### src/hw/rtl/nearest_ansi16_colour_quantiser_core_defines.svh
// Assertion macros shared by the colour quantiser RTL.
`ifndef NEAREST_ANSI16_COLOUR_QUANTISER_CORE_DEFINES_SVH
`define NEAREST_ANSI16_COLOUR_QUANTISER_CORE_DEFINES_SVH

// Clocked implication check, disabled while reset is asserted.
`define NAC_ASSERT(lbl, clk, rstn, prop, msg) \
  lbl: assert property (@(posedge clk) disable iff (!rstn) prop) else $error(msg);

// Condition that must never be seen at a clock edge.
`define NAC_ASSERT_NEVER(lbl, clk, rstn, cond, msg) \
  `NAC_ASSERT(lbl, clk, rstn, !(cond), msg)

`endif

### src/hw/rtl/nac_pkg.sv
// Types, constants and palette functions for the nearest ANSI-16 colour quantiser.
`timescale 1ns / 1ps
`default_nettype none
package nac_pkg;

  // Squared RGB distance width: 3 * 255^2 = 195075 fits in 18 bits
  localparam int DistW   = 18;
  localparam int DistMax = 3 * 255 * 255;
  localparam int NumPal  = 16;

  // 256-colour index layout
  localparam int CubeBase = 16;
  localparam int GreyBase = 232;
  localparam int CubeSide = 6;
  localparam int CubeSq   = CubeSide * CubeSide;
  localparam int CubeOffs = 55;
  localparam int CubeStep = 40;
  localparam int GreyOffs = 8;
  localparam int GreyStep = 10;

  // Input mode codes
  localparam logic FuncRgb   = 1'b0;
  localparam logic FuncIndex = 1'b1;

  typedef struct packed {
    logic [7:0] b;
    logic [7:0] g;
    logic [7:0] r;
  } colour_t;

  typedef struct packed {
    logic       func;
    logic [7:0] red;
    logic [7:0] green;
    logic [7:0] blue;
    logic [7:0] colour_index;
  } in_item_t;

  // Payload handed from cell to cell: colour plus best match so far
  typedef struct packed {
    colour_t          colour;
    logic [3:0]       idx;
    logic [DistW-1:0] best_dist;
  } cell_t;

  typedef struct packed {
    logic [2:0] r;
    logic [2:0] g;
    logic [2:0] b;
  } cube_digits_t;

  // Fixed ANSI 16-colour palette
  function automatic colour_t pal_colour(input logic [3:0] idx);
    colour_t c;
    unique case (idx)
      4'd0:    c = '{r: 8'd0,   g: 8'd0,   b: 8'd0};
      4'd1:    c = '{r: 8'd128, g: 8'd0,   b: 8'd0};
      4'd2:    c = '{r: 8'd0,   g: 8'd128, b: 8'd0};
      4'd3:    c = '{r: 8'd128, g: 8'd128, b: 8'd0};
      4'd4:    c = '{r: 8'd0,   g: 8'd0,   b: 8'd128};
      4'd5:    c = '{r: 8'd128, g: 8'd0,   b: 8'd128};
      4'd6:    c = '{r: 8'd0,   g: 8'd128, b: 8'd128};
      4'd7:    c = '{r: 8'd192, g: 8'd192, b: 8'd192};
      4'd8:    c = '{r: 8'd128, g: 8'd128, b: 8'd128};
      4'd9:    c = '{r: 8'd255, g: 8'd0,   b: 8'd0};
      4'd10:   c = '{r: 8'd0,   g: 8'd255, b: 8'd0};
      4'd11:   c = '{r: 8'd255, g: 8'd255, b: 8'd0};
      4'd12:   c = '{r: 8'd0,   g: 8'd0,   b: 8'd255};
      4'd13:   c = '{r: 8'd255, g: 8'd0,   b: 8'd255};
      4'd14:   c = '{r: 8'd0,   g: 8'd255, b: 8'd255};
      default: c = '{r: 8'd255, g: 8'd255, b: 8'd255};
    endcase
    return c;
  endfunction

  // Cube axis level: 0, else 55 + 40k
  function automatic logic [7:0] cube_level(input logic [2:0] k);
    logic [7:0] v;
    if (k == 3'd0) begin
      v = 8'd0;
    end else begin
      v = 8'(CubeOffs + CubeStep * int'(k));
    end
    return v;
  endfunction

  // Split a cube offset (0..215) into base-6 digits with compare chains
  function automatic cube_digits_t cube_split(input logic [7:0] c);
    cube_digits_t d;
    logic [5:0]   rem;
    d.r = 3'd0;
    for (int k = 1; k < CubeSide; k++) begin
      if (c >= 8'(CubeSq * k)) d.r = 3'(k);
    end
    rem = 6'(c - 8'(CubeSq * int'(d.r)));
    d.g = 3'd0;
    for (int k = 1; k < CubeSide; k++) begin
      if (rem >= 6'(CubeSide * k)) d.g = 3'(k);
    end
    d.b = 3'(rem - 6'(CubeSide * int'(d.g)));
    return d;
  endfunction

endpackage
`default_nettype wire

### src/hw/rtl/nac_cell.sv
// Compare cell: tests the colour against one palette entry and keeps the better match.
`timescale 1ns / 1ps
`default_nettype none
module nac_cell #(
  parameter logic [3:0] ENTRY = 4'd0
) (
  input  wire            clk_i,
  input  wire            rst_ni,
  input  wire            in_valid_i,
  output logic           in_ready_o,
  input  wire nac_pkg::cell_t in_data_i,
  output logic           out_valid_o,
  input  wire            out_ready_i,
  output nac_pkg::cell_t out_data_o
);

  localparam nac_pkg::colour_t Ref = nac_pkg::pal_colour(ENTRY);

  logic                           valid_q;
  nac_pkg::cell_t                 data_d, data_q;
  logic [7:0]                     diff_r, diff_g, diff_b;
  logic [nac_pkg::DistW-1:0]      sq_dist;

  assign in_ready_o = !valid_q || out_ready_i;

  // Absolute component differences
  assign diff_r = (in_data_i.colour.r > Ref.r) ? in_data_i.colour.r - Ref.r
                                               : Ref.r - in_data_i.colour.r;
  assign diff_g = (in_data_i.colour.g > Ref.g) ? in_data_i.colour.g - Ref.g
                                               : Ref.g - in_data_i.colour.g;
  assign diff_b = (in_data_i.colour.b > Ref.b) ? in_data_i.colour.b - Ref.b
                                               : Ref.b - in_data_i.colour.b;

  // Squared distance
  assign sq_dist = nac_pkg::DistW'(16'(diff_r * diff_r))
                 + nac_pkg::DistW'(16'(diff_g * diff_g))
                 + nac_pkg::DistW'(16'(diff_b * diff_b));

  // Strictly smaller wins, so the lower index keeps a tie
  always_comb begin
    data_d = in_data_i;
    if (sq_dist < in_data_i.best_dist) begin
      data_d.idx       = ENTRY;
      data_d.best_dist = sq_dist;
    end
  end

  always_ff @(posedge clk_i or negedge rst_ni) begin
    if (!rst_ni) begin
      valid_q <= 1'b0;
    end else if (in_ready_o) begin
      valid_q <= in_valid_i;
    end
  end

  always_ff @(posedge clk_i) begin
    if (in_ready_o && in_valid_i) begin
      data_q <= data_d;
    end
  end

  assign out_valid_o = valid_q;
  assign out_data_o  = data_q;

endmodule
`default_nettype wire

### config.mk
export PLATFORM = sky130hd
export DESIGN_NAME = nac_cell
export DESIGN_NICKNAME = d
export VERILOG_FILES = /design/src/hw/rtl/nearest_ansi16_colour_quantiser_core_defines.svh /design/src/hw/rtl/nac_pkg.sv /design/src/hw/rtl/nac_cell.sv
export SDC_FILE = /design/constraint.sdc
export NUM_CORES = 1
export LEC_CHECK = 0
export BUFFER_PORTS_ARGS = -buffer_cell sky130_fd_sc_hd__buf_4
export CAP_MARGIN = 20
export CORE_ASPECT_RATIO = 1.2
export CORE_MARGIN = 3
export CORE_UTILIZATION = 30
export CTS_BUF_LIST = sky130_fd_sc_hd__clkbuf_16
export DETAILED_ROUTE_END_ITERATION = 8
export PLACE_DENSITY_LB_ADDON = 0.25
export SKIP_LAST_GASP = 1
export SYNTH_ARGS = -nofsm -noshare
export SYNTH_HDL_FRONTEND = slang
export SYNTH_SLANG_ARGS = --single-unit
### constraint.sdc
create_clock -name clk_i -period 2.4 [get_ports clk_i]
set_clock_uncertainty 0.15 [all_clocks]
set_input_delay 0.24 -clock clk_i [delete_from_list [all_inputs] [get_ports clk_i]]
set_output_delay 0.24 -clock clk_i [all_outputs]
set_load 0.02 [all_outputs]
==> results_dict.tcl <==
set metrics [dict create \
    cp-start-kind "primary input" \
    hold_viol 0 \
    gr-total-overflow 0 \
    ys_async_sr_fraction 0.0213 \
    hp-class "primary input to flop" \
    synth.avg_cell_area_sq_um 9.99 \
    cts_buffers 5 \
    drc 0 \
    root_buffer "clkbuf_16" \
    fin_crit_ns 7.94 \
    post_drt_wl_per_cell_microns 15.0 \
    route.vias.total 5979 \
    gp_congestion 0.913 \
    floorplan.initialDensity 0.307 \
    rsz0062_at_grt "yes" \
    syn_area_sq_um 7860 \
    holdPathEnd "out_data_o[20]$_SDFFCE_PN0P_" \
    htree_levels 2 \
    clock-sinks 47 \
    vias_per_cell 4.39 \
    tns_ns -120.72 \
    drive_above_1_share 0.354 \
    worst_slack_ns -5.54 \
    syn_inst 787 \
    clkTransAtPathRegs_ns 0.07 \
    violations "negative setup slack" \
    critPathBufInv 8 \
    ant_nets 0 \
    yosysUniqueCellTypes 50 \
    antennaDiodeCount 0 \
    yosysSeqAreaShare 0.179 \
    syn_to_final_growth_pct 38.5 \
    setup_viol 22 \
    nFillCells 2535 \
    max_stage_delay_ns 0.55 \
    reg2reg_from "out_valid_o$_DFFE_PN0N_" \
    dieArea_sq_um 28200 \
    cts_tree "built" \
    slew_headroom 0.710 \
    worst_r2r_path_depth 3 \
    min_from "in_data_i[20]" \
    port_buffers 97 \
    synth_nets 1073 \
    whs_path_depth 2 \
    cts_buffer_depth 2 \
    crit_arrival_ns 7.85 \
    die_x_microns 154 \
    cp_max_fo 8 \
    core_area_sq_um 25600 \
    critPathSlowestCell "fa_2" \
    synth-seq-cells 47 \
    worstSkewPairLatency_ns 0.30 \
    tightest_slew_ns 0.435 \
    required_ns 2.31 \
    fp-row-count 64 \
    track_usage 0.149 \
    routed_wl_microns 20500 \
    io_pins 98 \
    yosys_warnings 0 \
    post-route-period-util 3.31 \
    drv_cap 0 \
    timing.rr.end "out_data_o[28]$_DFFE_PP_" \
    drv_slew 0 \
    synthFlopType "edfxtp_1" \
    drtIter0Drc 207 \
    dr.pass1.iters 4 \
    grt_max_degree 47 \
    status "complete, but fails checks" \
    antenna_found_initial 0 \
    first_global_vias 6412 \
    path_class "primary input to flop" \
    fin_nets 1317 \
    critPathTopFamily "adder cells" \
    cp-end-kind "flop" \
    die_y_microns 183 \
    utilization 0.425 \
    ff2ff_setup_slack_ns 0.96 \
    synth_edf_count 46 \
    grt_pass1_wl_microns 32800 \
    max_freq_ghz 0.126 \
    place_hpwl_microns 17600 \
]
[sequential cells by signal, summed over array words and instances (netlist names)]
register / flops
out_valid_o: 1
out_data_o: 46
[placed cells by master (no fill, tap or decap), types with 3 or more instances in the layout]
cell	instances
a21o_1	10
a21oi_1	14
and2_1	31
and3_1	3
buf_12	3
buf_4	238
buf_6	6
clkbuf_16	5
edfxtp_1	46
fa_1	123
fa_2	9
ha_1	92
ha_4	11
inv_1	206
inv_2	13
mux2_2	4
mux2_4	9
nand2_1	35
nand2b_1	4
nand3_1	4
nand4_1	6
nor2_1	38
nor2_2	10
nor2_4	9
nor2b_1	5
nor3_1	3
o21a_1	3
o21ai_0	6
o21ai_1	3
o21ai_2	3
xnor2_1	9
xor2_1	7
[metal layers]
metal  global-route usage  share of wire
met3               0.0139          0.021
met2                0.278           0.55
met1                0.181           0.41
met4               0.0452          0.025
met5                    0              0
[how the worst max path moves through the flow]
stage / startpoint / endpoint / slack (ns) / cells after the start
2_1_floorplan: in_data_i[38] / out_data_o[10]$_DFFE_PP_ / -5.44 / 32
3_3_place_gp: in_data_i[24] / out_data_o[9]$_DFFE_PP_ / -5.99 / 31
3_5_place_dp: in_data_i[24] / out_data_o[6]$_DFFE_PP_ / -6.05 / 33
4_1_cts: in_data_i[35] / out_data_o[4]$_DFFE_PP_ / -5.57 / 29
5_1_grt: in_data_i[38] / out_data_o[2]$_DFFE_PP_ / -5.84 / 33
6_report: in_data_i[38] / out_data_o[2]$_DFFE_PP_ / -5.54 / 33
[cell usage after synthesis, types with 5 or more instances]
library cell / instances / area, sq um
inv_1: 220 / 826
nand3_1: 5 / 25.0
edfxtp_1: 46 / 1380
a211oi_1: 5 / 37.5
ha_1: 104 / 1300
nor2_1: 57 / 214
nand4_1: 6 / 37.5
xnor2_1: 9 / 78.8
clkbuf_1: 11 / 41.3
nand2_1: 38 / 143
a21o_1: 10 / 75.1
fa_1: 132 / 2640
mux2_2: 13 / 146
nor2b_1: 7 / 43.8
nand2b_1: 5 / 31.3
a21oi_1: 17 / 85.1
xor2_1: 8 / 70.1
o21ai_0: 10 / 50.1
and2_1: 33 / 206
[cell families after synthesis]
| family | after synthesis | share of synthesized area |
|---|---|---|
| AOI/OAI and AO/OA | 68 | 0.0609 |
| xor gates and xnor gates | 17 | 0.0189 |
| adders and majority gates | 236 | 0.502 |
| buffers and inverters | 234 | 0.113 |
| DFF | 47 | 0.179 |
| muxes | 16 | 0.0224 |
| and+or+nand+nor | 169 | 0.104 |
[layout make-up]
class,count,area (sq um),area share
repair buffers,251,1980,0.182
inverters,220,832,0.0764
multi-input cells,506,6120,0.562
clock buffers,5,125,0.0115
clock inverters,3,16.3,0.00149
flip-flops and latches,47,1410,0.129
well taps,330,413,0.0379
[what timing repair did]
action / in CTS / in global routing
setup buffers: 10 / 5
pin swaps: 17 / 29
setup endpoints to repair: 22 / 22
cloned: 1 / 0
hold buffers: 2 / 0
gates resized for setup: 49 / 25
hold endpoints to repair: 2 / 0
[through the flow]
step / area, sq um / setup slack, ns / instances / hold WS (ns)
after CTS: 10700 / -5.57 / 1357 / 0.0458
after global routing: 10900 / -5.84 / 1362 / 0.0556
after floorplan: 8170 / -5.44 / 787 / -0.206
final: 10900 / -5.54 / 1362 / 0.0604
after detailed placement: 10300 / -6.05 / 1336 / -0.133
after global placement: 10300 / -5.99 / 1336 / -0.134
Power is not shown: default switching activity piles up to over one toggle a cycle in this logic, so the estimate is an artifact.
