[src/hw/rtl/nearest_ansi16_colour_quantiser_core_defines.svh]
// Assertion macros shared by the colour quantiser RTL.
`ifndef NEAREST_ANSI16_COLOUR_QUANTISER_CORE_DEFINES_SVH
`define NEAREST_ANSI16_COLOUR_QUANTISER_CORE_DEFINES_SVH

// Clocked implication check, disabled while reset is asserted.
`define NAC_ASSERT(lbl, clk, rstn, prop, msg) \
  lbl: assert property (@(posedge clk) disable iff (!rstn) prop) else $error(msg);

// Condition that must never be seen at a clock edge.
`define NAC_ASSERT_NEVER(lbl, clk, rstn, cond, msg) \
  `NAC_ASSERT(lbl, clk, rstn, !(cond), msg)

`endif

[src/hw/rtl/nac_pkg.sv]
// Types, constants and palette functions for the nearest ANSI-16 colour quantiser.
`timescale 1ns / 1ps
`default_nettype none
package nac_pkg;

  // Squared RGB distance width: 3 * 255^2 = 195075 fits in 18 bits
  localparam int DistW   = 18;
  localparam int DistMax = 3 * 255 * 255;
  localparam int NumPal  = 16;

  // 256-colour index layout
  localparam int CubeBase = 16;
  localparam int GreyBase = 232;
  localparam int CubeSide = 6;
  localparam int CubeSq   = CubeSide * CubeSide;
  localparam int CubeOffs = 55;
  localparam int CubeStep = 40;
  localparam int GreyOffs = 8;
  localparam int GreyStep = 10;

  // Input mode codes
  localparam logic FuncRgb   = 1'b0;
  localparam logic FuncIndex = 1'b1;

  typedef struct packed {
    logic [7:0] b;
    logic [7:0] g;
    logic [7:0] r;
  } colour_t;

  typedef struct packed {
    logic       func;
    logic [7:0] red;
    logic [7:0] green;
    logic [7:0] blue;
    logic [7:0] colour_index;
  } in_item_t;

  // Payload handed from cell to cell: colour plus best match so far
  typedef struct packed {
    colour_t          colour;
    logic [3:0]       idx;
    logic [DistW-1:0] best_dist;
  } cell_t;

  typedef struct packed {
    logic [2:0] r;
    logic [2:0] g;
    logic [2:0] b;
  } cube_digits_t;

  // Fixed ANSI 16-colour palette
  function automatic colour_t pal_colour(input logic [3:0] idx);
    colour_t c;
    unique case (idx)
      4'd0:    c = '{r: 8'd0,   g: 8'd0,   b: 8'd0};
      4'd1:    c = '{r: 8'd128, g: 8'd0,   b: 8'd0};
      4'd2:    c = '{r: 8'd0,   g: 8'd128, b: 8'd0};
      4'd3:    c = '{r: 8'd128, g: 8'd128, b: 8'd0};
      4'd4:    c = '{r: 8'd0,   g: 8'd0,   b: 8'd128};
      4'd5:    c = '{r: 8'd128, g: 8'd0,   b: 8'd128};
      4'd6:    c = '{r: 8'd0,   g: 8'd128, b: 8'd128};
      4'd7:    c = '{r: 8'd192, g: 8'd192, b: 8'd192};
      4'd8:    c = '{r: 8'd128, g: 8'd128, b: 8'd128};
      4'd9:    c = '{r: 8'd255, g: 8'd0,   b: 8'd0};
      4'd10:   c = '{r: 8'd0,   g: 8'd255, b: 8'd0};
      4'd11:   c = '{r: 8'd255, g: 8'd255, b: 8'd0};
      4'd12:   c = '{r: 8'd0,   g: 8'd0,   b: 8'd255};
      4'd13:   c = '{r: 8'd255, g: 8'd0,   b: 8'd255};
      4'd14:   c = '{r: 8'd0,   g: 8'd255, b: 8'd255};
      default: c = '{r: 8'd255, g: 8'd255, b: 8'd255};
    endcase
    return c;
  endfunction

  // Cube axis level: 0, else 55 + 40k
  function automatic logic [7:0] cube_level(input logic [2:0] k);
    logic [7:0] v;
    if (k == 3'd0) begin
      v = 8'd0;
    end else begin
      v = 8'(CubeOffs + CubeStep * int'(k));
    end
    return v;
  endfunction

  // Split a cube offset (0..215) into base-6 digits with compare chains
  function automatic cube_digits_t cube_split(input logic [7:0] c);
    cube_digits_t d;
    logic [5:0]   rem;
    d.r = 3'd0;
    for (int k = 1; k < CubeSide; k++) begin
      if (c >= 8'(CubeSq * k)) d.r = 3'(k);
    end
    rem = 6'(c - 8'(CubeSq * int'(d.r)));
    d.g = 3'd0;
    for (int k = 1; k < CubeSide; k++) begin
      if (rem >= 6'(CubeSide * k)) d.g = 3'(k);
    end
    d.b = 3'(rem - 6'(CubeSide * int'(d.g)));
    return d;
  endfunction

endpackage
`default_nettype wire

[src/hw/rtl/nac_expand.sv]
// Front stage: decodes the input mode and expands a 256-colour index to RGB.
`timescale 1ns / 1ps
`default_nettype none
module nac_expand (
  input  wire              clk_i,
  input  wire              rst_ni,
  input  wire              in_valid_i,
  output logic             in_ready_o,
  input  wire nac_pkg::in_item_t in_item_i,
  output logic             out_valid_o,
  input  wire              out_ready_i,
  output nac_pkg::cell_t   out_data_o
);

  logic                   valid_q;
  nac_pkg::cell_t         data_d, data_q;
  nac_pkg::cube_digits_t  digits;
  logic [7:0]             cube_off;
  logic [4:0]             grey_n;
  logic [7:0]             grey_v;

  assign in_ready_o = !valid_q || out_ready_i;

  // Index decode helpers
  assign cube_off = in_item_i.colour_index - 8'(nac_pkg::CubeBase);
  assign digits   = nac_pkg::cube_split(cube_off);
  assign grey_n   = 5'(in_item_i.colour_index - 8'(nac_pkg::GreyBase));
  assign grey_v   = 8'(nac_pkg::GreyOffs + nac_pkg::GreyStep * int'(grey_n));

  // Colour to match; distance starts above any real distance
  always_comb begin
    data_d.idx       = 4'd0;
    data_d.best_dist = '1;
    if (in_item_i.func == nac_pkg::FuncRgb) begin
      data_d.colour = '{r: in_item_i.red, g: in_item_i.green, b: in_item_i.blue};
    end else if (in_item_i.colour_index < 8'(nac_pkg::CubeBase)) begin
      data_d.colour = nac_pkg::pal_colour(in_item_i.colour_index[3:0]);
    end else if (in_item_i.colour_index < 8'(nac_pkg::GreyBase)) begin
      data_d.colour = '{r: nac_pkg::cube_level(digits.r),
                        g: nac_pkg::cube_level(digits.g),
                        b: nac_pkg::cube_level(digits.b)};
    end else begin
      data_d.colour = '{r: grey_v, g: grey_v, b: grey_v};
    end
  end

  // Stage valid
  always_ff @(posedge clk_i or negedge rst_ni) begin
    if (!rst_ni) begin
      valid_q <= 1'b0;
    end else if (in_ready_o) begin
      valid_q <= in_valid_i;
    end
  end

  // Stage payload
  always_ff @(posedge clk_i) begin
    if (in_ready_o && in_valid_i) begin
      data_q <= data_d;
    end
  end

  assign out_valid_o = valid_q;
  assign out_data_o  = data_q;

endmodule
`default_nettype wire

[config.mk]
export PLATFORM = sky130hd
export DESIGN_NAME = nac_expand
export DESIGN_NICKNAME = d
export VERILOG_FILES = /design/src/hw/rtl/nearest_ansi16_colour_quantiser_core_defines.svh /design/src/hw/rtl/nac_pkg.sv /design/src/hw/rtl/nac_expand.sv
export SDC_FILE = /design/constraint.sdc
export NUM_CORES = 1
export LEC_CHECK = 0
export BUFFER_PORTS_ARGS = -buffer_cell sky130_fd_sc_hd__buf_2
export CELL_PAD_IN_SITES_DETAIL_PLACEMENT = 2
export CELL_PAD_IN_SITES_GLOBAL_PLACEMENT = 2
export CORE_MARGIN = 2
export CORE_UTILIZATION = 32
export CTS_CLUSTER_SIZE = 10
export DETAILED_ROUTE_END_ITERATION = 6
export PLACE_DENSITY = 0.89
export SYNTH_ARGS = -nofsm -noshare
export SYNTH_HDL_FRONTEND = slang
export SYNTH_SLANG_ARGS = --single-unit
[constraint.sdc]
create_clock -name clk_i -period 2.2 [get_ports clk_i]
set_input_delay 0.44 -clock clk_i [delete_from_list [all_inputs] [get_ports clk_i]]
set_output_delay 0.44 -clock clk_i [all_outputs]
set_load 0.03 [all_outputs]
==> summary.md, run 1 <==
| Metric | Value |
|---|---|
| Via density | `5.50` |
| CP Class | `in -> reg` |
| Area Growth Syn to Fin | `67.3%` |
| CTS Buf Count | `3` |
| Leakage power | `1.78 nW` |
| Gate Count Post-Synth | `280` |
| Die width | `92.1 um` |
| Post-synth EDFFs | `24` |
| Hold Path Sink | `out_valid_o` |
| GR Overflow Total | `0` |
| R2r endpoint | `out_data_o[37]` |
| Setup_tns | `-36.06 ns` |
| Die Area | `0.00848 mm2` |
| Synth unique cells | `58` |
| First-pass GRT wire length | `18500 um` |
| Tcrit/Tclk final | `223%` |
| Share of post-route cells with drive strength above 1 | `56.4%` |
| Initial Util | `32.6%` |
| Max Clk Rate | `204 MHz` |
| Worst Path Arrival | `4.94 ns` |
| Post-synthesis sequential area ratio | `30.0%` |
| Synth Area per Inst | `8.87 um2` |
| Min-delay src | `in_valid_i` |
| RR Startpoint | `out_valid_o` |
| Synth warn | `0` |
| CP cell instances | `buf_8 -> inv_8 -> ha_4 -> nand2_4 -> o41ai_4 -> nor3b_4 -> a31oi_4 -> ha_4 -> fa_2 -> xor2_4 -> a21oi_1 -> a21oi_2 -> or3_4 -> ha_4 -> xor2_4 -> xnor2_4 -> buf_6 -> buf_6 -> buf_6 -> o31a_1 -> o21ai_2 -> nand3_1` |
| Worst setup startpoint | `in_item_i[4]` |
| Final WL | `14600 um` |
| CTS clk-pin slew, worst paths | `0.10 ns` |
| Worst Hold Class | `in -> reg` |
| CTS tree | `done` |
| H-tree lvl count | `1` |
| Slowest-stage cell, CP | `nor3b_4` |
| Failing checks | `setup timing` |
| Number of synthesized register bits | `25` |
| Setup crit end kind | `register` |
| Largest net degree at the start of global routing | `25` |
| Worst Reg2Reg Path Length in Cells | `3` |
| Fin. max-slew vios | `0` |
| Root Driver | `clkbuf_8` |
| DR DRC count | `0` |
| Clock skew | `0.00612 ns` |
| 1st-iter DRT viols | `184` |
| Final Cell Area | `0.00415 mm2` |
| RSZ-0062 raised after global routing | `yes` |
| Pre-CTS setup slack | `-3.02 ns` |
| Row count | `32` |
| Drt pass-1 iters | `5` |
| Slew @ Worst Pin | `0.577 ns` |
| Max_cap viols | `0` |
| Routed length per instance | `28.2 um` |
| Placed cell area | `0.00341 mm2` |
| Slowest stage delay, CP | `0.40 ns` |
| Vias in the first global route | `3109` |
| Port bufs | `62` |
| Fin. Hold Viols | `0` |
| Async set or reset register ratio after synthesis | `4.00%` |
| Crit Path Max Fanout | `4` |
| Cell Pwr Density | `886 mW/mm2` |
| Final HPWL DP | `7790 um` |
| Final number of setup-violating endpoints | `19` |
| Clock sink count | `25` |
| Boundary Pins | `85` |
| Relative slew slack | `61.0%` |
| Routability congestion estimate | `0.811` |
| GRT Total Usage | `28.9%` |
| Main synth FF type | `edfxtp_1` |
| Final worst path period need | `4.90 ns` |
| Final ANT Viol Nets | `0` |
| Vias after detailed routing | `2846` |
| Antenna Cells | `0` |
| Outcome | `finished with violations` |
| Setup WS post-layout | `-2.70 ns` |
| CORE AREA | `0.00761 mm2` |
| Crit path launch type | `primary input` |
| Skew-Pair Late Insertion Delay | `0.29 ns` |
| Initial antenna violation count | `0` |
| Bufs on Longest Clock Path | `2` |
| Peak supply drop | `0.331 mV` |
| Height of the die | `92.1 um` |
| Synth Cell Area | `0.00248 mm2` |
| FF-to-FF setup slack | `0.86 ns` |
| Fillers | `791` |
| WP data required | `2.23 ns` |
| # nets final | `481` |
| WHS Path Cells | `2` |
==> placed cells by master, fill, tap and decap left out, types with 4 or more instances in the layout <==
cell type,netlist,layout
a21oi_1,26,16
a21oi_2,1,11
buf_2,2,58
buf_4,22,63
buf_6,0,14
conb_1,2,22
edfxtp_1,24,24
fa_2,0,5
ha_1,23,8
ha_4,0,14
inv_1,21,14
inv_2,2,4
nand2_1,20,17
nand2b_1,6,6
nand3_1,10,9
nor2_1,33,28
xnor2_2,1,4
==> how the worst max path moves through the flow <==
stage | end | cells past startpoint
4_1_cts | out_data_o[45] | 23
5_1_grt | out_data_o[45] | 24
2_1_floorplan | out_data_o[45] | 23
3_5_place_dp | out_data_o[45] | 25
6_report | out_data_o[40] | 22
3_3_place_gp | out_data_o[45] | 23
==> repair_timing <==
| item | in CTS | in global routing |
|---|---|---|
| pin swaps | 41 | 36 |
| hold buffers | 1 | 0 |
| setup endpoints to repair | 19 | 20 |
| gates resized for setup | 66 | 48 |
| hold endpoints to repair | 1 | 0 |
| buffers inserted | 11 | 10 |
==> cell families after synthesis <==
group	after synthesis	synth area share, %
other	2	0.303
XOR/XNOR	12	4.84
flip-flops	25	30.0
multiplexers	4	1.61
buffers and inverters	53	11.4
AND/OR/NAND/NOR	87	17.2
AO/OA/AOI/OAI	68	18.5
adder cells (fa/ha/maj)	29	16.0
==> sequential cells by signal, summed over array words and instances, names as in the netlist <==
register     cells
out_data_o      24
out_valid_o      1
==> layer usage <==
layer  track usage [%]  share of wire, %  vias up
met4              13.6               5.3        0
li1                  -                 -     1216
met2              56.9                53      179
met3              4.27               6.3       58
met5                 0                 0        -
met1              29.5                35     1393
==> synth_stat cells (all sizes together), types with 3 or more instances <==
library cell  instances  area share (%)
fa                    5             4.0
nor3b                 3             1.4
buf                  24             7.1
a31oi                 4             1.6
o311ai                3             1.1
a21oi                27             5.6
edfxtp               24              29
ha                   23              12
mux2i                 4             1.6
o31ai                 4             1.2
nand3                10             2.0
o21ai                10             2.0
nand2                20             3.0
a211oi                4             1.2
and2                  3            0.76
xor2                  7             2.8
clkbuf                6            0.91
nor3                  3             1.1
nand2b                6             1.5
nor2                 34             5.2
inv                  23             3.5
xnor2                 5             2.1
==> critical path, delay by kind of cell <==
family / cells / cell delay, ns
AO/OA/AOI/OAI: 6 / 1.35
adder cells (fa/ha/maj): 4 / 1.06
AND/OR/NAND/NOR: 4 / 0.97
XOR/XNOR: 3 / 0.61
buffers and inverters: 5 / 0.49
==> through the flow <==
stage	util, %	cells	hold slack [ns]	total power, mW
floorplan	-	300	0.144	1.71
global placement	44.9	496	0.215	2.17
detailed placement	44.9	496	0.216	2.33
CTS	50.6	509	0.411	3.01
global route	54.6	517	0.426	3.83
finish	54.6	517	0.396	3.68
==> where the power goes <==
part	leakage [nW]	internal (mW)	switching, mW
sequential	0.236	0.607	0.0188
clock	0.0228	0.131	0.173
combinational	1.52	1.30	1.45
total	1.78	2.04	1.64
==> layout make-up <==
cell class              count  area [um2]  area share (%)
flip-flops and latches     25         746            18.0
well taps                 102         128            3.07
repair buffers            141        1020            24.5
clock buffers               4        45.0            1.08
inverters                  23         111            2.68
multi-input cells         222        2110            50.8
(Power assumes the default switching activity.)
==> run 2, diff against run 1 <==
--- a/config.mk
+++ b/config.mk
@@ -8,6 +8,7 @@
 export BUFFER_PORTS_ARGS = -buffer_cell sky130_fd_sc_hd__buf_2
 export CELL_PAD_IN_SITES_DETAIL_PLACEMENT = 2
 export CELL_PAD_IN_SITES_GLOBAL_PLACEMENT = 2
+export CORE_ASPECT_RATIO = 0.5
 export CORE_MARGIN = 2
 export CORE_UTILIZATION = 32
 export CTS_CLUSTER_SIZE = 10
==> summary.md, run 2 (synthesis gave the netlist of run 1 again) <==
| Metric | Value |
|---|---|
| Leakage power | `1.75 nW (-1.3%)` |
| Worst Path Arrival | `4.81 ns (-0.13 ns)` |
| Final WL | `15700 um (+8.1%)` |
| Setup WS post-layout | `-2.59 ns (+0.119 ns)` |
| Skew-Pair Late Insertion Delay | `0.27 ns (-0.02 ns)` |
| First-pass GRT wire length | `20500 um (+11%)` |
| Fin. Hold Viols | `0 (unchanged)` |
| Worst setup startpoint | `in_item_i[4]` |
| Antenna Cells | `0 (unchanged)` |
| Worst Reg2Reg Path Length in Cells | `3 (unchanged)` |
| Height of the die | `66.3 um (-28%)` |
| GR Overflow Total | `0 (unchanged)` |
| Cell Pwr Density | `910 mW/mm2 (+2.7%)` |
| Slew @ Worst Pin | `0.840 ns (+0.262 ns)` |
| Non-Filler Instances | `507 (-1.9%)` |
| Boundary Pins | `85 (unchanged)` |
| Routability congestion estimate | `0.803 (-1.0%)` |
| DR DRC count | `0 (unchanged)` |
| Peak supply drop | `0.420 mV (+27%)` |
| Internal | `2.05 mW (+0.62%)` |
| Largest register FFs | `24 (unchanged)` |
| # nets final | `477 (-0.83%)` |
| FF-to-FF setup slack | `0.85 ns (about the same)` |
| Outcome | `finished with violations` |
| 1st-iter DRT viols | `305 (+66%)` |
| Clock sink count | `25 (unchanged)` |
| Vias after detailed routing | `2962 (+4.1%)` |
| Psw | `1.68 mW (+2.0%)` |
| Drt pass-1 iters | `5 (unchanged)` |
| Final number of setup-violating endpoints | `23 (+4)` |
| Worst Hold Slack | `0.385 ns (-0.0108 ns)` |
| WP data required | `2.23 ns (about the same)` |
| Routed length per instance | `31.0 um (+10%)` |
| Setup crit end kind | `register` |
| Crit path capture | `out_data_o[45]` |
| Initial antenna violation count | `1 (+1)` |
| Final worst path period need | `4.79 ns (-0.119 ns)` |
| Max Clk Rate | `209 MHz (+2.5%)` |
| Initial Util | `33.4% (+0.77 points)` |
| Sequential share of power | `16.9% (about the same)` |
| Most frequent cells in the layout | `buf_4 (62), buf_2 (59), nor2_1 (27)` |
| CTS clk-pin slew, worst paths | `0.08 ns (-0.02 ns)` |
| Port bufs | `62 (unchanged)` |
| CTS Buf Count | `3 (unchanged)` |
| Share of post-route cells with drive strength above 1 | `54.5% (-1.9 points)` |
| Commonest non-fill, non-tap cell in the layout | `buf_4` |
| CP Class | `in -> reg` |
| Logic pwr share | `71.1% (-3.6 points)` |
| Largest net degree at the start of global routing | `25 (unchanged)` |
| Crit Path Max Fanout | `7 (+3)` |
| Fin. max-slew vios | `0 (unchanged)` |
| Crit path launch type | `primary input` |
| Clock power frac | `12.0% (+3.8 points)` |
| Tcrit/Tclk final | `218% (-5.4 points)` |
| Clock skew | `0.0116 ns (+0.00551 ns)` |
| Via density | `5.84 (+6.1%)` |
| Fillers | `742 (-6.2%)` |
| CTS tree | `done` |
| RR Startpoint | `out_valid_o` |
| Placed cells | `485 (-2.2%)` |
| Final ANT Viol Nets | `0 (unchanged)` |
| Root Driver | `clkbuf_16` |
| Bufs on Longest Clock Path | `2 (unchanged)` |
| CORE AREA | `0.00743 mm2 (-2.3%)` |
| R2r endpoint | `out_data_o[31]` |
| Net Sw Frac | `45.0% (+0.35 points)` |
| GRT Total Usage | `33.4% (+4.5 points)` |
| Die Area | `0.00852 mm2 (+0.51%)` |
| RSZ-0062 raised after global routing | `yes` |
| Max_cap viols | `0 (unchanged)` |
| Row count | `22 (-31%)` |
| Die width | `129 um (+40%)` |
| Vias in the first global route | `3212 (+3.3%)` |
| Worst Hold Class | `in -> reg` |
| H-tree lvl count | `1 (unchanged)` |
| Relative slew slack | `43.3% (-18 points)` |
| Failing checks | `setup timing` |
| Final HPWL DP | `8320 um (+6.8%)` |
| Area Growth Syn to Fin | `65.0%` |
run 2: changes by cell type in the layout (fill, tap and decap cells not counted), sizes merged:
cell | previous run | this run
buf | 140 | 136
run 2: power groups by stage:
stage | logic [mW] | clock network (mW) | registers, mW
final | 2.65 | 0.446 | 0.630
after global routing | 2.74 | 0.458 | 0.634
after CTS | 2.14 | 0.407 | 0.622
after detailed placement | 1.71 | 0 | 0.631
after global placement | 1.52 | 0 | 0.628
after floorplan | 0.972 | 0 | 0.742
run 2: critical path, cell delays in order:
cell     delay, ns
buf_8         0.11
buf_6         0.11
buf_6         0.14
nor3_4        0.25
xnor2_4       0.21
buf_4         0.20
a31oi_4       0.11
ha_4          0.19
fa_2          0.39
xor2_4        0.27
maj3_2        0.28
a21oi_2       0.06
or3_4         0.37
ha_4          0.20
xor2_4        0.17
xnor2_4       0.17
ha_4          0.18
ha_4          0.28
o21ai_4       0.07
xor2_2        0.18
xnor2_2       0.15
a21oi_2       0.19
a21oi_2       0.08
run 2: per-layer routing:
layer | wire [um] | track usage, %
met4 | 689 | 13.2
met1 | 6520 | 41.2
met5 | 0 | 0
met2 | 7310 | 61.0
met3 | 1220 | 3.16
run 2: how the worst min path moves through the flow:
stage	from	to	slack, ns	depth (start not counted)
after floorplan	rst_ni	out_valid_o	0.14	0
after global placement	rst_ni	out_valid_o	0.21	1
after detailed placement	rst_ni	out_valid_o	0.22	1
after CTS	in_valid_i	out_valid_o	0.39	2
after global routing	in_valid_i	out_valid_o	0.41	2
final	in_valid_i	out_valid_o	0.39	2
run 2: area by class of cell:
type	count	area [um2]	area share, %
Tap cell	96	120	2.93
Clock buffer	4	78.8	1.92
Multi-Input combinational cell	222	2090	50.9
Timing Repair Buffer	137	956	23.3
Inverter	23	109	2.66
Sequential cell	25	746	18.2
run 2: through the flow:
step	power (mW)	instance area [um2]	utilization, %	setup TNS [ns]	setup WS [ns]
floorplan	1.71	2720	-	-28.28	-2.45
global placement	2.15	3380	45.5	-33.43	-2.53
detailed placement	2.34	3380	45.5	-40.58	-3.07
CTS	3.17	3840	51.7	-31.58	-2.53
global route	3.83	4100	55.1	-36.53	-2.68
finish	3.73	4100	55.1	-34.81	-2.59
run 2: repair_timing:
action                                  4_1_cts  5_1_grt
pin swaps                                    37       37
resized for setup                            58       40
buffers inserted                             12        8
gates cloned                                  0        0
hold endpoints to repair                      1        0
hold buffers                                  1        0
endpoints found under the setup margin       19       24
==> run 3, diff against run 2 <==
--- a/config.mk
+++ b/config.mk
@@ -13,7 +13,7 @@
 export CORE_UTILIZATION = 32
 export CTS_CLUSTER_SIZE = 10
 export DETAILED_ROUTE_END_ITERATION = 6
-export PLACE_DENSITY = 0.89
+export PLACE_DENSITY_LB_ADDON = 0.1
 export SYNTH_ARGS = -nofsm -noshare
 export SYNTH_HDL_FRONTEND = slang
 export SYNTH_SLANG_ARGS = --single-unit
==> summary.md, run 3 <==
| Metric | Value |
|---|---|
| Synth unique cells | `58 (unchanged)` |
| Main synth FF type | `edfxtp_1` |
| Clock sink count | `25 (unchanged)` |
| Stop err | `[ERROR DPL-0033] detailed placement checks failed during check placement.` |
| Final HPWL DP | `7440 um (-11%)` |
| Post-synth top cells | `nor2_1 (33), a21oi_1 (26), edfxtp_1 (24)` |
| Port bufs | `62 (unchanged)` |
| Largest net degree at the start of global routing | `25` |
| Row count | `22 (unchanged)` |
| Last stage reached | `global routing` |
| Synth Area per Inst | `8.87 um2 (unchanged)` |
| Boundary Pins | `85 (unchanged)` |
| Share of the synthesized area in the top cell type | `29.0% (unchanged)` |
| Routability congestion estimate | `0.839 (+4.5%)` |
| Die width | `129 um (unchanged)` |
| Async set or reset register ratio after synthesis | `4.00% (unchanged)` |
| H-tree lvl count | `1 (unchanged)` |
| Worst setup endpoint GRT | `out_data_o[45]$_DFFE_PP_/D` |
| Area leader, netlist | `edfxtp_1` |
| Outcome | `stopped before the end` |
| Height of the die | `66.3 um (unchanged)` |
| Worst ep type | `register input` |
| CTS Buf Count | `3 (unchanged)` |
| Bufs on Longest Clock Path | `2 (unchanged)` |
| Post-synth EDFFs | `24 (unchanged)` |
| Initial antenna violation count | `0` |
| Synth warn | `0 (unchanged)` |
| Post-synthesis sequential area ratio | `30.0% (unchanged)` |
| Root Driver | `clkbuf_16` |
| Placed cells | `488 (+0.62%)` |
| Count leader, synth | `nor2_1` |
| Number of synthesized register bits | `25 (unchanged)` |
| Pre-CTS setup slack | `-2.86 ns (+0.210 ns)` |
| Gate Count Post-Synth | `280 (unchanged)` |
| Synth Cell Area | `0.00248 mm2 (unchanged)` |
| Initial Util | `33.4% (unchanged)` |
| Top cells by area, synth | `edfxtp_1 (29%), ha_1 (12%), buf_4 (6.7%), a21oi_1 (5.2%), nor2_1 (5.0%)` |
## run 3: kinds of logic after synthesis
kind of cell / synth area share [%]
AOI/OAI and AO/OA: 18.5
xor gates and xnor gates: 4.84
adders and majority gates: 16.0
buffers and inverters: 11.4
DFF: 30.0
muxes: 1.61
other: 0.303
and+or+nand+nor: 17.2
## run 3: repair_timing
item / 4_1_cts
buffers inserted: 25
pin swaps: 41
setup endpoints to repair: 19
hold buffers: 1
hold endpoints to repair: 1
gates resized for setup: 61
gates cloned: 0
## run 3: metrics by stage
step | setup TNS (ns) | cell area, um2
4_1_cts | -31.27 | 3920
3_5_place_dp | -38.25 | 3390
3_3_place_gp | -34.28 | 3390
2_1_floorplan | -28.28 | 2720
==> run 4, diff against run 3 <==
==> config.mk (replaced) <==
export PLATFORM = sky130hd
export DESIGN_NAME = nac_expand
export DESIGN_NICKNAME = d
export VERILOG_FILES = /design/src/hw/rtl/nearest_ansi16_colour_quantiser_core_defines.svh /design/src/hw/rtl/nac_pkg.sv /design/src/hw/rtl/nac_expand.sv
export SDC_FILE = /design/constraint.sdc
export NUM_CORES = 1
export LEC_CHECK = 0
export BUFFER_PORTS_ARGS = -buffer_cell sky130_fd_sc_hd__buf_2
export CORE_MARGIN = 2
export CORE_UTILIZATION = 40
export DETAILED_ROUTE_END_ITERATION = 6
export PLACE_DENSITY_LB_ADDON = 0.15
export SYNTH_ARGS = -nofsm -noshare
export SYNTH_HDL_FRONTEND = slang
export SYNTH_SLANG_ARGS = --single-unit
==> summary.md, run 4 (synthesis gave the netlist of run 1 again) <==
| Metric | Value |
|---|---|
| Register area | `746 um2` |
| Final HPWL DP | `4980 um (-33%)` |
| Port bufs | `62 (unchanged)` |
| Outcome | `finished with violations` |
| Setup crit end kind | `register` |
| Worst Hold Slack | `0.369 ns` |
| Worst Path Arrival | `4.36 ns` |
| Max Clk Rate | `231 MHz` |
| Largest net degree at the start of global routing | `25` |
| CP Class | `in -> reg` |
| CTS tree | `done` |
| Boundary Pins | `85 (unchanged)` |
| Fin. max-slew vios | `0` |
| Max_cap viols | `0` |
| Final ANT Viol Nets | `0` |
| Bufs on Longest Clock Path | `2 (unchanged)` |
| Root Driver | `clkbuf_8` |
| Pre-CTS setup slack | `-2.72 ns (+0.143 ns)` |
| Clock skew | `0.00113 ns` |
| Setup WS post-layout | `-2.13 ns` |
| Routability congestion estimate | `0.819 (-2.4%)` |
| Most frequent cells in the layout | `buf_2 (59), buf_4 (56), nor2_1 (31)` |
| Drt pass-1 iters | `4` |
| Skew-Pair Late Insertion Delay | `0.26 ns` |
| Setup_tns | `-26.79 ns` |
| Vias in the first global route | `2231` |
| Die Area | `0.00685 mm2` |
| Initial antenna violation count | `0` |
| RSZ-0062 raised after global routing | `yes` |
| Final WL | `6500 um` |
| CTS clk-pin slew, worst paths | `0.08 ns` |
| GR Overflow Total | `0` |
| GRT Total Usage | `19.4%` |
| Slowest-stage cell, CP | `fa_2` |
| DR DRC count | `0` |
| Commonest non-fill, non-tap cell in the layout | `buf_2` |
| Final core occ | `64.5%` |
| CP top delay family | `adder cells` |
| Antenna Cells | `0` |
| Crit Path Max Fanout | `5` |
| H-tree lvl count | `1 (unchanged)` |
| Share of post-route cells with drive strength above 1 | `49.4%` |
| Failing checks | `setup timing` |
| CORE AREA | `0.00596 mm2` |
| Slowest stage delay, CP | `0.39 ns` |
| Leakage power | `1.69 nW` |
| Row count | `28 (+27%)` |
| Multi-input logic area | `0.00192 mm2` |
| Via density | `4.89` |
| Final worst path period need | `4.33 ns` |
| CP cell instances | `buf_12 -> buf_6 -> buf_6 -> nor3_4 -> xnor2_4 -> nand3_2 -> nand2_4 -> buf_6 -> inv_2 -> fa_2 -> xor2_4 -> maj3_2 -> a21oi_2 -> or3_4 -> ha_4 -> xor2_4 -> xnor2_4 -> ha_4 -> ha_4 -> o21ai_2 -> xor2_1 -> xnor2_1 -> a21oi_1 -> a21oi_1` |
| Peak supply drop | `0.406 mV` |
| Initial Util | `41.7% (+8.3 points)` |
| Height of the die | `82.8 um (+25%)` |
| Final number of setup-violating endpoints | `18` |
| # nets final | `473` |
| Routed length per instance | `13.5 um` |
| Worst Hold Class | `in -> reg` |
| CTS Buf Count | `3 (unchanged)` |
| Fillers | `508` |
| Clock sink count | `25 (unchanged)` |
| Largest register FFs | `24` |
| Die width | `82.8 um (-36%)` |
| 1st-iter DRT viols | `113` |
| WP data required | `2.22 ns` |
| Tcrit/Tclk final | `197%` |
| Fin. Hold Viols | `0` |
| Area Growth Syn to Fin | `54.8%` |
| Buf/Inv on CP | `5` |
| Cell Pwr Density | `739 mW/mm2` |
| Vias after detailed routing | `2357` |
| First-pass GRT wire length | `10300 um` |
| Crit path launch type | `primary input` |
## run 4: cell type report
class / instances / area share [%]
Clock buffer: 4 / 1.17
Inverter: 23 / 2.83
Multi-Input combinational cell: 222 / 49.8
Sequential cell: 25 / 19.4
Tap cell: 75 / 2.44
Timing Repair Buffer: 133 / 24.3
## run 4: path summary, 6_finish.rpt
path	startpoint	to	slack (ns)	depth (start not counted)
max	in_item_i[4]	out_data_o[45]	-2.13	24
min	in_valid_i	out_valid_o	0.37	2
max reg2reg	out_valid_o	out_data_o[45]	0.97	3
max in group asynchronous	rst_ni	out_valid_o	1.64	2
min in group asynchronous	rst_ni	out_valid_o	0.48	2
min reg2reg	out_valid_o	out_valid_o	0.53	2
## run 4: per-stage QoR
stage / cells / power, mW / instance area (um2)
2_1_floorplan: 300 / 1.71 / 2720
3_3_place_gp: 464 / 2.16 / 3350
3_5_place_dp: 464 / 2.18 / 3350
4_1_cts: 479 / 2.72 / 3670
5_1_grt: 482 / 3.06 / 3840
6_report: 482 / 2.84 / 3840
## run 4: timing repair
action                                 CTS  global route
gates cloned                             0             0
resized for setup                       42            29
setup endpoints to repair               18            19
endpoints found under the hold margin    1             0
pin swaps                               29            32
buffers inserted                        14             6
hold buffers                             1             0
## run 4: per-layer routing
metal	wire length, um	track usage (%)
met5	0	0
met4	125	5.74
met3	426	1.19
met2	3220	35.6
met1	2730	24.3
## run 4: where the power goes
part / internal, mW / leakage, nW / switching (mW)
Clock: 0.129 / 0.0228 / 0.137
Combinational: 0.988 / 1.43 / 0.971
Sequential: 0.606 / 0.236 / 0.0104
Total: 1.72 / 1.69 / 1.12
